## config.mk

```make
export PLATFORM = sky130hd
export DESIGN_NAME = ims_cfg
export DESIGN_NICKNAME = d
export VERILOG_FILES = /design/src/sv/ims_pkg.sv /design/src/sv/ims_cfg.sv
export SDC_FILE = /design/constraint.sdc
export NUM_CORES = 1
export LEC_CHECK = 0
export ABC_AREA = 1
export BUFFER_PORTS_ARGS = -buffer_cell sky130_fd_sc_hd__buf_2
export CAP_MARGIN = 15
export CORE_ASPECT_RATIO = 0.7
export CORE_UTILIZATION = 35
export DETAILED_ROUTE_END_ITERATION = 8
export GPL_TIMING_DRIVEN = 0
export SLEW_MARGIN = 10
export SYNTH_ARGS = -nofsm -noshare
export SYNTH_HDL_FRONTEND = slang
export SYNTH_SLANG_ARGS = --single-unit
```

## constraint.sdc

```tcl
create_clock -name clk -period 6.6 [get_ports clk]
set_clock_uncertainty 0.15 [all_clocks]
set_input_delay 0.99 -clock clk [delete_from_list [all_inputs] [get_ports clk]]
set_output_delay 0.99 -clock clk [all_outputs]
set_load 0.1 [all_outputs]
```

## src/sv/ims_pkg.sv

```systemverilog
// ----------------------------------------------------------------------------
// ims_pkg : shared types and constants for the Ising spin update block
// Field widths, function codes, register indexes and the remainder step.
// ----------------------------------------------------------------------------
`default_nettype none

package ims_pkg;

  localparam int FUNC_W   = 2;
  localparam int SITE_W   = 10;
  localparam int ROW_W    = 10;
  localparam int CNT_W    = 11;
  localparam int PROB_W   = 32;
  localparam int SUM_W    = 4;
  localparam int ROW_IDX_W = $clog2(ROW_W);
  localparam int SPLIT    = SITE_W / 2;   // remainder steps done in stage 1

  localparam logic [FUNC_W-1:0] FUNC_WRITE  = 2'd0;
  localparam logic [FUNC_W-1:0] FUNC_UPDATE = 2'd1;
  localparam logic [FUNC_W-1:0] FUNC_READ   = 2'd2;

  localparam logic [1:0] REG_ROW_WIDTH   = 2'd0;
  localparam logic [1:0] REG_SITE_COUNT  = 2'd1;
  localparam logic [1:0] REG_ACCEPT_LOW  = 2'd2;
  localparam logic [1:0] REG_ACCEPT_HIGH = 2'd3;

  localparam logic [ROW_W-1:0]  RST_ROW_WIDTH   = 10'd32;
  localparam logic [CNT_W-1:0]  RST_SITE_COUNT  = 11'd1024;
  localparam logic [PROB_W-1:0] RST_ACCEPT_LOW  = 32'd737360000;
  localparam logic [PROB_W-1:0] RST_ACCEPT_HIGH = 32'd126580000;

  typedef struct packed {
    logic [CNT_W-1:0]  n_eff;       // site count after clamping
    logic [CNT_W-1:0]  stride;      // row width modulo n_eff
    logic [PROB_W-1:0] accept_low;
    logic [PROB_W-1:0] accept_high;
    logic              busy;        // stride still being worked out
  } cfg_t;

  // One restoring step of a remainder: shift in a bit, subtract n if it fits.
  // Needs r < n on entry; the result is again below n.
  function automatic logic [CNT_W-1:0] rem_step(input logic [CNT_W-1:0] r,
                                                input logic b,
                                                input logic [CNT_W-1:0] n);
    logic [CNT_W:0] t;
    t = {r, b};
    if (t >= {1'b0, n}) begin
      t = t - {1'b0, n};
    end
    return t[CNT_W-1:0];
  endfunction

endpackage

`default_nettype wire

```

## src/sv/ims_cfg.sv

```systemverilog
// ----------------------------------------------------------------------------
// ims_cfg : configuration registers and stride unit
// APB register file; works out row width modulo site count, a bit a cycle.
// ----------------------------------------------------------------------------
`default_nettype none

module ims_cfg #(
  parameter int MAX_SITES = 1024
) (
  input  wire logic         clk,
  input  wire logic         rst,
  input  wire logic         psel,
  input  wire logic         penable,
  input  wire logic         pwrite,
  input  wire logic [3:0]   paddr,
  input  wire logic [31:0]  pwdata,
  output      logic [31:0]  prdata,
  output      logic         pready,
  output      ims_pkg::cfg_t cfg
);

  localparam int CW = ims_pkg::CNT_W;
  localparam int RW = ims_pkg::ROW_W;
  localparam int BW = ims_pkg::ROW_IDX_W;
  localparam logic [CW-1:0] N_CLAMP =
    (MAX_SITES >= (1 << CW)) ? {CW{1'b1}} : CW'(MAX_SITES);

  logic [RW-1:0] row_width;
  logic [CW-1:0] site_count;
  logic [31:0]   accept_low;
  logic [31:0]   accept_high;

  logic          busy;
  logic [BW-1:0] bit_idx;
  logic [CW-1:0] rem;

  logic [1:0]    reg_idx;
  logic          wr_en;
  logic [CW-1:0] n_eff;

  assign pready  = 1'b1;
  assign reg_idx = paddr[3:2];
  assign wr_en   = psel && penable && pwrite;

  always_comb begin
    if (site_count == '0) begin
      n_eff = CW'(1);
    end else if (site_count > N_CLAMP) begin
      n_eff = N_CLAMP;
    end else begin
      n_eff = site_count;
    end
  end

  always_ff @(posedge clk) begin
    if (rst) begin
      row_width   <= ims_pkg::RST_ROW_WIDTH;
      site_count  <= ims_pkg::RST_SITE_COUNT;
      accept_low  <= ims_pkg::RST_ACCEPT_LOW;
      accept_high <= ims_pkg::RST_ACCEPT_HIGH;
      busy        <= 1'b1;
      bit_idx     <= BW'(RW - 1);
      rem         <= '0;
    end else begin
      if (wr_en) begin
        case (reg_idx)
          ims_pkg::REG_ROW_WIDTH:   row_width   <= pwdata[RW-1:0];
          ims_pkg::REG_SITE_COUNT:  site_count  <= pwdata[CW-1:0];
          ims_pkg::REG_ACCEPT_LOW:  accept_low  <= pwdata;
          ims_pkg::REG_ACCEPT_HIGH: accept_high <= pwdata;
          default: ;
        endcase
      end
      // restart the stride sweep whenever either input to it changes
      if (wr_en && (reg_idx == ims_pkg::REG_ROW_WIDTH ||
                    reg_idx == ims_pkg::REG_SITE_COUNT)) begin
        busy    <= 1'b1;
        bit_idx <= BW'(RW - 1);
        rem     <= '0;
      end else if (busy) begin
        rem <= ims_pkg::rem_step(rem, row_width[bit_idx], n_eff);
        if (bit_idx == '0) begin
          busy <= 1'b0;
        end else begin
          bit_idx <= bit_idx - BW'(1);
        end
      end
    end
  end

  always_comb begin
    case (reg_idx)
      ims_pkg::REG_ROW_WIDTH:   prdata = 32'(row_width);
      ims_pkg::REG_SITE_COUNT:  prdata = 32'(site_count);
      ims_pkg::REG_ACCEPT_LOW:  prdata = accept_low;
      ims_pkg::REG_ACCEPT_HIGH: prdata = accept_high;
      default:                  prdata = '0;
    endcase
  end

  assign cfg.n_eff       = n_eff;
  assign cfg.stride      = rem;
  assign cfg.accept_low  = accept_low;
  assign cfg.accept_high = accept_high;
  assign cfg.busy        = busy;

endmodule

`default_nettype wire

```

==> results of run 1 <==
[critical path, cell delays in order]
cell and delay, ps:
buf_2 160, inv_2 90, nor2_4 220, buf_2 310, nand2_1 120, a22oi_1 270, buf_2 490
[worst min path at each step]
stage	from	endpoint	slack, ps
2_1_floorplan	bit_idx[3]	bit_idx[3]	290
3_3_place_gp	bit_idx[3]	bit_idx[3]	310
3_5_place_dp	accept_high[14]	accept_high[14]	320
4_1_cts	bit_idx[3]	bit_idx[3]	330
5_1_grt	accept_high[19]	accept_high[19]	350
6_report	bit_idx[3]	bit_idx[3]	330
[area by class of cell]
class	instances	area, sq um
buffer	41	219
clock buffer	9	225
clock inverter	6	53.8
fill	1468	7660
inverter	81	304
multi-input combinational	532	2590
sequential	101	2020
tap	190	238
timing repair buffer	157	786
[synthesized netlist by cell type, types with 2 or more instances]
master	instances	area (sq um)
a21oi_2	2	17.5
buf_6	3	33.8
nor2_2	2	12.5
buf_2	21	105
a21oi_1	27	135
a22oi_1	2	15.0
nand2_2	2	12.5
o2111ai_1	4	35.0
o21ai_0	54	270
nor2_4	4	45.0
or2_0	2	12.5
a221oi_1	2	17.5
ha_1	12	150
dfxtp_1	101	2020
inv_2	10	37.5
a22o_1	21	184
nand4_1	17	106
buf_4	4	30.0
nand3_1	60	300
inv_1	71	267
nand2_1	181	679
xor2_1	2	17.5
nor2_1	121	454
clkbuf_1	12	45.0
o211ai_1	5	37.5
o21ai_1	5	25.0
[power breakdown]
part	internal [mW]	switching [mW]	total, mW	leakage, nW
combinational	0.226	0.625	0.851	2.41
clock	0.262	0.255	0.517	0.135
sequential	0.644	0.0340	0.678	0.821
[state kept, by name (all words and copies together), names as in the netlist]
name	count
accept_low	32
accept_high	32
row_width	10
busy	1
rem	11
bit_idx	4
site_count	11
[metal layers]
layer | global-route usage | share of wire
met1 | 0.362 | 0.53
met2 | 0.301 | 0.39
met3 | 0.0504 | 0.070
met4 | 0.0489 | 0.0086
met5 | 0 | 0
[cell usage in the layout (no fill, tap or decap)]
cell type,n
clkinv_4,1
or2_0,2
nand4_1,17
buf_4,4
fa_1,1
nand2_1,181
xor2_1,2
nand3_1,60
a31oi_1,1
inv_6,3
nand2_2,2
nor2_2,2
buf_6,3
o21ai_0,54
clkbuf_2,1
inv_2,10
or2_2,1
clkbuf_1,12
a22oi_1,2
dfxtp_1,101
a221oi_1,2
a21oi_2,2
o21ai_1,5
o2111ai_1,4
inv_1,71
conb_1,1
buf_2,178
ha_1,12
nor4_1,1
inv_8,1
clkbuf_16,9
nor2_4,4
a22o_1,21
clkinvlp_4,1
a21oi_1,27
o211ai_1,5
nor2_1,121
nand3_2,1
xnor2_1,1
[cell families (layout without fill, tap and decap cells)]
| logic type | after synthesis | after routing | synth area share |
|---|---|---|---|
| fa+ha+maj | 13 | 13 | 0.0331 |
| xor+xnor | 3 | 3 | 0.00512 |
| other cells | 1 | 1 | 0.000730 |
| flops | 101 | 101 | 0.394 |
| compound gates | 123 | 123 | 0.145 |
| buf+inv | 122 | 294 | 0.102 |
| simple gates | 392 | 392 | 0.320 |
==> metrics.md, run 1 <==
| Metric | Value |
|---|---|
| Share of cells above drive strength 1 | `0.241` |
| Startpoint Class | `primary input` |
| Unrepaired setup endpoints after global routing | `no` |
| Post-CTS Hold Fix Bufs | `0` |
| Worst R2R End | `rem[6]` |
| Reg2reg setup slack | `3500 ps` |
| Routed via count | `approximately 5600` |
| Maximum clock rate | `between 0.2 and 0.3 GHz` |
| DR vias/cell | `4.97` |
| Sequential element share of the synthesized area | `0.394` |
| Slew HR | `0.569` |
| Port buffer count | `157` |
| Tot Pwr | `2.05 mW` |
| Hold Fails Final Rpt | `0` |
| Pwr dens | `318 nW/um^2` |
| CTS root buf | `clkbuf_16` |
| Synth Net Count | `809` |
| Finished Layout Cells | `1117` |
| Die height | `103 um` |
| Max-Cap Viols | `0` |
| Status | `finished, final reports clean` |
| Global-route usage over all layers | `0.228` |
| Routed len/inst | `15.7 um` |
| Avg Inst Size Synth | `roughly 6.8 sq um` |
| Post-Place Cells | `1102` |
| # clock sinks | `101` |
| Ys flop type | `dfxtp_1` |
| Number of flops mapped to enable cells by yosys | `0` |
| Worst hold stages | `1` |
| CP Launch Point | `paddr[3]` |
| Largest net degree at the start of global routing | `19` |
| Yosys warns | `0` |
| Post-CTS Setup Repair Bufs | `0` |
| Post-CTS sizing | `0` |
| Setup ws final | `~2800 ps` |
| TritonCTS clock tree | `yes` |
| Async SR Flop Fraction | `0` |
| CP endpoint kind | `output pin` |
| Global-route wire length before repair | `~26000 um` |
| Rows | `36` |
| Final Cycle Share | `0.577` |
| Post-detailed-route DRC marker count | `0` |
| Yosys cell types | `34` |
| Syn-to-layout area delta | `25.4%` |
| Cell Area, Synth | `between 5000 and 6000 sq um` |
| Initial antenna violation count | `0` |
| Fin area | `6440 sq um` |
| Dpl hpwl | `between 10000 and 15000 um` |
| Clk_lat worst skew | `about 350 ps` |
| Num ports | `161` |
| Worst path arrival time | `2670 ps` |
| Slew Viols, Final | `0` |
| FF-to-FF Start | `site_count[6]` |
| Die ar. | `~15000 sq um` |
| Cell Area, Placed | `6160 sq um` |
| Synth Instances | `between 700 and 800` |
| Drt initial violations | `402` |
| Routed WL | `17500 um` |
| Max Buffers Root-to-Sink | `2` |
| Worst-path maximum fanout | `10` |
| Initial Util | `0.364` |
| Place WS | `2850 ps` |
| Hold Crit Class | `flip-flop to flip-flop` |
| Setup CP Type | `primary input to output pin` |
| Worst Max-Slew Pin Slew | `around 650 ps` |
| Core area | `14100 sq um` |
| Post-DRT Antenna Nets | `0` |
| Gr ovfl total | `0` |
| Final GP Congestion | `0.879` |
| Chip width | `147 um` |
| Hold Worst Slack | `334 ps` |
| Worst vdd ir | `111 uV` |
| Clk slew on worst S/H paths | `70 ps` |
| Final #Nets | `977` |
| Vias in the first global route | `4794` |
| Setup crit end | `prdata[6]` |
| Seq cells post-synth | `101` |
| Lkg Pwr | `3.37 nW` |
| Final Util | `0.457` |
| TritonCTS buffer count | `9` |
| Antenna diode count | `0` |
| Worst r2r path cells | `15` |
| Final setup violating endpoints | `0` |
| First-pass DRT Iterations | `5` |
| H-tree levels | `3` |
| Worst EP required | `around 5500 ps` |
| Fin crit period | `~3800 ps` |
| Setup TNS Final | `0 ps` |
No activity file was read; power rests on OpenSTA's default activity.
==> run 2: changes to the inputs <==
==> constraint.sdc (replaced) <==
create_clock -name clk -period 3.05 [get_ports clk]
set_clock_uncertainty 0.15 [all_clocks]
set_input_delay 0.4575 -clock clk [delete_from_list [all_inputs] [get_ports clk]]
set_output_delay 0.4575 -clock clk [all_outputs]
set_load 0.1 [all_outputs]
==> run 2 against run 1 <==
Cell area grew 3.8%; sequential cell count is the same; global-route usage grew 0.21 points; sequential share of layout area shrank 1.1 points; highest routed layer unchanged.
==> metrics.md, run 2 (same netlist as run 1, synthesis figures left out) <==
| Metric | Value |
|---|---|
| Status | `finished, final reports clean` |
| Global-route usage over all layers | `0.230 (+0.00212)` |
| Commonest non-fill, non-tap cell in the layout | `buf_2` |
| CP endpoint kind | `flip-flop` |
| Max Buffers Root-to-Sink | `2 (unchanged)` |
| Setup CP Type | `flip-flop to flip-flop` |
| Reg2reg setup slack | `170 ps (-3330 ps)` |
| Initial Util | `0.364 (unchanged)` |
| Worst path arrival time | `3000 ps (+330 ps)` |
| Most common cell on crit path | `nand3_1` |
| Final Cycle Share | `0.943` |
| Worst R2R End | `rem[6]` |
| FF-to-FF Start | `site_count[1]` |
| Crit-path cells | `nor2_2, nand4_1, nor4_4, nor2_4, inv_4, nand2_2, clkinvlp_4, fa_2, inv_1, nand3_1, nand3_2, nand2_2, nand3_4, buf_8, nand3_1, nand3_1, a21oi_1` |
| HP Start | `pwdata[20]` |
| Fin area | `6680 sq um (+3.8%)` |
| Share of cells above drive strength 1 | `0.281 (+0.0404)` |
| Most frequent cells in the layout | `buf_2, nand2_1, nor2_1` |
| CP max stage cell | `nor4_4` |
| Hold Fails Final Rpt | `0 (unchanged)` |
| DR vias/cell | `5.01 (+0.72%)` |
| Initial antenna violation count | `0 (unchanged)` |
| Worst EP required | `3170 ps (-2290 ps)` |
| Setup ws final | `175 ps (-2620 ps)` |
| Post-detailed-route DRC marker count | `0 (unchanged)` |
| Die ar. | `15200 sq um (unchanged)` |
| Cell Area, Placed | `6200 sq um (+0.67%)` |
| Critical Path Max Stage Delay | `370 ps (-120 ps)` |
| Hold Crit Class | `primary input to flip-flop` |
| H-tree levels | `3 (unchanged)` |
| Antenna diode count | `0 (unchanged)` |
| # clock sinks | `101 (unchanged)` |
| Clk slew on worst S/H paths | `80 ps (about the same)` |
| Slew HR | `0.508 (-0.0608)` |
| Hold endpoint | `accept_low[20]` |
| Hold Worst Slack | `171 ps (-163 ps)` |
| Worst-path maximum fanout | `6 (-4)` |
| Dpl hpwl | `13800 um (+1.5%)` |
| Final GP Congestion | `0.873 (-0.71%)` |
| Die height | `103 um (unchanged)` |
| Worst vdd ir | `344 uV (+210%)` |
| Vias in the first global route | `4684 (-2.3%)` |
| Gr ovfl total | `0 (unchanged)` |
| Core area | `14100 sq um (unchanged)` |
| Worst hold stages | `3 (+2)` |
| Final setup violating endpoints | `0 (unchanged)` |
| Global-route wire length before repair | `26800 um (+1.2%)` |
| Clk_lat worst skew | `350 ps (about the same)` |
| First-pass DRT Iterations | `4 (-1)` |
| Worst Max-Slew Pin Slew | `738 ps (+91.1 ps)` |
| CP Launch Point | `site_count[1]` |
| Port buffer count | `157 (unchanged)` |
| Top Family by Delay on Critical Path | `simple AND/OR/NAND/NOR gates` |
| Num ports | `161 (unchanged)` |
| Drt initial violations | `417 (+3.7%)` |
| Startpoint Class | `flip-flop` |
| CP bufs+invs | `4 (unchanged)` |
| Post-CTS Hold Fix Bufs | `0 (unchanged)` |
| Filler instances | `1494 (+1.8%)` |
| TritonCTS clock tree | `yes` |
| Worst r2r path cells | `17 (+2)` |
| Routed WL | `17900 um (+1.9%)` |
| Post-DRT Antenna Nets | `0 (unchanged)` |
| TritonCTS buffer count | `9 (unchanged)` |
| Slew Viols, Final | `0 (unchanged)` |
| Chip width | `147 um (unchanged)` |
| Rows | `36 (unchanged)` |
| Largest net degree at the start of global routing | `19 (unchanged)` |
| Area of the multi-input gates | `2780 sq um (+7.4%)` |
| Syn-to-layout area delta | `30.1%` |
| Lkg Pwr | `3.40 nW (+0.81%)` |
| Final Util | `0.474 (+0.0172)` |
| Place WS | `26.6 ps (-2830 ps)` |
| Max-Cap Viols | `0 (unchanged)` |
| Routed via count | `5605 (+0.90%)` |
| Fin crit period | `2880 ps` |
| Register area | `2020 sq um (+0.12%)` |
| Maximum clock rate | `0.348 GHz` |
| Final #Nets | `979 (+0.20%)` |
| Tot Pwr | `4.58 mW (+120%)` |
| CTS root buf | `clkbuf_16` |
| Routed len/inst | `16.0 um (+1.7%)` |
| Pwr dens | `686 nW/um^2 (+120%)` |
| Largest regs | `accept_high (32), accept_low (32)` |
-- run 2: final cells by class --
cell class	count	share of cell area
clock buffer	9	0.0337
tap	190	0.0356
inverter	81	0.0465
sequential	101	0.303
buffer	41	0.0337
clock inverter	6	0.00843
multi-input combinational	532	0.416
timing repair buffer	159	0.123
-- run 2: routing by layer --
layer,wire length [um],share of wire,global-route usage
met1,9630,0.54,0.379
met2,6940,0.39,0.302
met3,1190,0.066,0.0364
met4,97,0.0054,0.0369
met5,0,0,0
-- run 2: worst reg2reg max path, delay by kind of cell, from the launching register on --
kind | cells | cell delay [ps]
DFF | 1 | 340
AOI/OAI and AO/OA | 1 | 140
buffers and inverters | 4 | 460
adders and majority gates | 1 | 210
and+or+nand+nor | 11 | 1520
-- run 2: timing repair --
action / in CTS / in global routing
gates resized for setup: 0 / 36
setup buffers: 0 / 1
setup endpoints to repair: 0 / 12
-- run 2: worst max path at each step --
stage	end	slack, ps	cells after the start
after floorplan	rem[10]	30	17
after global placement	rem[9]	50	17
after detailed placement	rem[9]	30	16
after CTS	rem[9]	20	16
after global routing	rem[9]	-20	17
final	rem[6]	170	17
-- run 2: stage by stage --
| stage | TNS [ps] | std cells |
|---|---|---|
| 5_1_grt | -44.3 | 1119 |
| 3_5_place_dp | 0 | 1102 |
| 4_1_cts | 0 | 1117 |
| 6_report | 0 | 1119 |
| 2_1_floorplan | 0 | 755 |
| 3_3_place_gp | 0 | 1102 |
-- run 2: power breakdown --
| part | internal (mW) | switching (mW) |
|---|---|---|
| clock network | 0.565 | 0.534 |
| registers | 1.39 | 0.0838 |
| logic | 0.588 | 1.42 |
==> run 3: changes to the inputs <==
--- a/config.mk
+++ b/config.mk
@@ -5,7 +5,7 @@
 export SDC_FILE = /design/constraint.sdc
 export NUM_CORES = 1
 export LEC_CHECK = 0
-export ABC_AREA = 1
+export ABC_AREA = 0
 export BUFFER_PORTS_ARGS = -buffer_cell sky130_fd_sc_hd__buf_2
 export CAP_MARGIN = 15
 export CORE_ASPECT_RATIO = 0.7
==> run 3 against run 2 <==
Wire length down 2.9%; total power up 0.91%; combinational power about the same; critical endpoint is now rem[0]; largest power group unchanged; global-route usage down 0.74 points; non-clock buffer count up 9; synthesized cell count down 15%.
==> metrics.md, run 3 <==
| Metric | Value |
|---|---|
| Worst vdd ir | `303 uV (-12%)` |
| Top post-synthesis cells by area | `dfxtp_1, nand2_1, a21oi_1` |
| Setup TNS Final | `0 ps (unchanged)` |
| Sequential fraction of design power | `0.325 (+0.002)` |
| Cell taking the most area after synthesis | `dfxtp_1` |
| Sequential element share of the synthesized area | `0.390 (-0.00371)` |
| Gate power share | `0.430 (-0.007)` |
| Post-detailed-route DRC marker count | `0 (unchanged)` |
| Final Util | `0.473 (-0.000803)` |
| Clk slew on worst S/H paths | `80 ps (about the same)` |
| Final Cycle Share | `0.997 (+0.0545)` |
| Gr ovfl total | `0 (unchanged)` |
| Final setup violating endpoints | `0 (unchanged)` |
| Chip width | `147 um (+0.47%)` |
| Drt initial violations | `426 (+2.2%)` |
| Hold Fails Final Rpt | `0 (unchanged)` |
| Largest regs | `accept_high (32), accept_low (32)` |
| Fin crit period | `3040 ps (+166 ps)` |
| Post-DRT Antenna Nets | `0 (unchanged)` |
| Startpoint Class | `flip-flop` |
| Maximum clock rate | `0.329 GHz (-5.5%)` |
| Worst Max-Slew Pin Slew | `767 ps (+29.5 ps)` |
| Hold Crit Class | `primary input to flip-flop` |
| Synth Instances | `639 (-15%)` |
| Vias in the first global route | `4570 (-2.4%)` |
| Initial antenna violation count | `0 (unchanged)` |
| Final #Nets | `867 (-11%)` |
| Post-synth top cells | `nand2_1, dfxtp_1, a21oi_1` |
| Cell Area, Synth | `5180 sq um (+0.95%)` |
| Avg Inst Size Synth | `8.11 sq um (+19%)` |
| Max Buffers Root-to-Sink | `2 (unchanged)` |
| Internal power | `2.65 mW (+4.2%)` |
| Place WS | `-263 ps (-290 ps)` |
| Initial Util | `0.365 (+0.00113)` |
| Lkg Pwr | `3.03 nW (-11%)` |
| Sw Pwr | `1.97 mW (-3.2%)` |
| Worst EP required | `3190 ps (+20 ps)` |
| Largest net degree at the start of global routing | `19 (unchanged)` |
| Num ports | `161 (unchanged)` |
| Pwr dens | `689 nW/um^2 (+0.44%)` |
| Finished Layout Cells | `1008 (-9.9%)` |
| Yosys cell types | `60 (+76%)` |
| Core area | `14200 sq um (+0.64%)` |
| Dpl hpwl | `12900 um (-6.6%)` |
| # clock sinks | `101 (unchanged)` |
| TritonCTS buffer count | `9 (unchanged)` |
| Yosys warns | `0 (unchanged)` |
| Clock share of power | `0.246 (+0.006)` |
| Synth Net Count | `693 (-14%)` |
| Die ar. | `15300 sq um (+0.93%)` |
| Slew Viols, Final | `0 (unchanged)` |
| Most frequent cells in the layout | `nand2_1, buf_2, dfxtp_1` |
| Port buffer count | `157 (unchanged)` |
| DR vias/cell | `5.11 (+2.0%)` |
| Routed via count | `5150 (-8.1%)` |
| Status | `finished, final reports clean` |
| CP endpoint kind | `flip-flop` |
| Unrepaired setup endpoints after global routing | `yes` |
| Global-route wire length before repair | `26300 um (-2.0%)` |
| Share of cells above drive strength 1 | `0.314 (+0.0332)` |
| Die height | `104 um (+0.46%)` |
| Clk_lat worst skew | `350 ps (about the same)` |
| Max-Cap Viols | `0 (unchanged)` |
| Worst path arrival time | `3180 ps (+180 ps)` |
| Top-area cell type share of the netlist area | `0.390 (-0.00371)` |
| Worst-path maximum fanout | `5 (-1)` |
| Setup ws final | `8.21 ps (-166 ps)` |
| Hold Worst Slack | `175 ps (+4.24 ps)` |
| Async SR Flop Fraction | `0 (unchanged)` |
| Routed WL | `17300 um (-2.9%)` |
| Slew HR | `0.486 (-0.0216)` |
| Antenna diode count | `0 (unchanged)` |
| Syn-to-layout area delta | `29.5%` |
| Rows | `36 (unchanged)` |
| Commonest non-fill, non-tap cell in the layout | `nand2_1` |
| First-pass DRT Iterations | `4 (unchanged)` |
| Post-CTS Hold Fix Bufs | `0 (unchanged)` |
| Post-Place Cells | `986 (-11%)` |
| TritonCTS clock tree | `yes` |
| Seq cells post-synth | `101 (unchanged)` |
| Setup CP Type | `flip-flop to flip-flop` |
| Ys flop type | `dfxtp_1` |
| Global-route usage over all layers | `0.223 (-0.00736)` |
| Final GP Congestion | `0.849 (-2.8%)` |
| Number of flops mapped to enable cells by yosys | `0 (unchanged)` |
| Count leader, synth | `nand2_1` |
| CTS root buf | `clkbuf_16` |
| Switch share | `0.426 (-0.0182)` |
| Routed len/inst | `17.2 um (+7.8%)` |
| H-tree levels | `3 (unchanged)` |
run 3: repair_timing:
| item | CTS | global route |
|---|---|---|
| endpoints found under the setup margin | 11 | 11 |
| pin swaps | 3 | 12 |
| buffers inserted | 2 | 4 |
| gates cloned | 0 | 1 |
| gates resized for setup | 9 | 11 |
run 3: routing by layer:
metal / track usage / up-vias / share of wire
li1: - / 2530 / -
met1: 0.347 / 2421 / 0.51
met2: 0.315 / 183 / 0.42
met3: 0.0366 / 16 / 0.062
met4: 0.0449 / 0 / 0.010
met5: 0 / - / 0
run 3: final cells by class:
class	instances	area (sq um)
Tap cell	190	238
Timing Repair Buffer	164	856
Sequential cell	101	2030
Fill cell	1439	7480
Inverter	17	63.8
Multi-Input combinational cell	475	3040
Buffer	45	203
Clock inverter	6	57.6
Clock buffer	10	229
run 3: metrics by stage:
| stage | area [sq um] | power, mW |
|---|---|---|
| after global placement | 6270 | 3.29 |
| after floorplan | 5240 | 2.95 |
| final | 6710 | 4.62 |
| after CTS | 6600 | 4.46 |
| after global routing | 6710 | 4.82 |
| after detailed placement | 6270 | 3.28 |
run 3: path summary, 6_finish.rpt:
check,start,end,slack [ps],cells after the start
hold / removal,pwdata[13],accept_low[13],180,3
hold reg to reg,accept_low[14],accept_low[14],330,2
setup / recovery,bit_idx[0],rem[0],8,12
setup reg to reg,bit_idx[0],rem[0],8,12
run 3: logic make-up after synthesis:
logic type,share of synthesized area
AND/OR/NAND/NOR,0.281
buffers and inverters,0.0514
other,0.000724
XOR/XNOR,0.0135
AO/OA/AOI/OAI,0.121
adder cells (fa/ha/maj),0.0328
multiplexers,0.109
flip-flops,0.390
run 3: power by group through the flow:
| stage | combinational [mW] | sequential, mW | clock [mW] |
|---|---|---|---|
| after CTS | 1.81 | 1.50 | 1.15 |
| after floorplan | 1.07 | 1.88 | 0 |
| after detailed placement | 1.76 | 1.52 | 0 |
| final | 1.99 | 1.50 | 1.14 |
| after global routing | 2.11 | 1.52 | 1.19 |
| after global placement | 1.76 | 1.53 | 0 |
run 3: critical path: stages, from the launching register on:
cell       delay (ps)
dfxtp_4           380
mux4_2            520
nand2_2            80
o31ai_2            70
o21ai_2           210
ha_4              180
fa_2              210
nand2b_4          150
a21oi_4            80
o2111ai_4         200
and3_4            290
mux2_4            330
a21oi_2           120
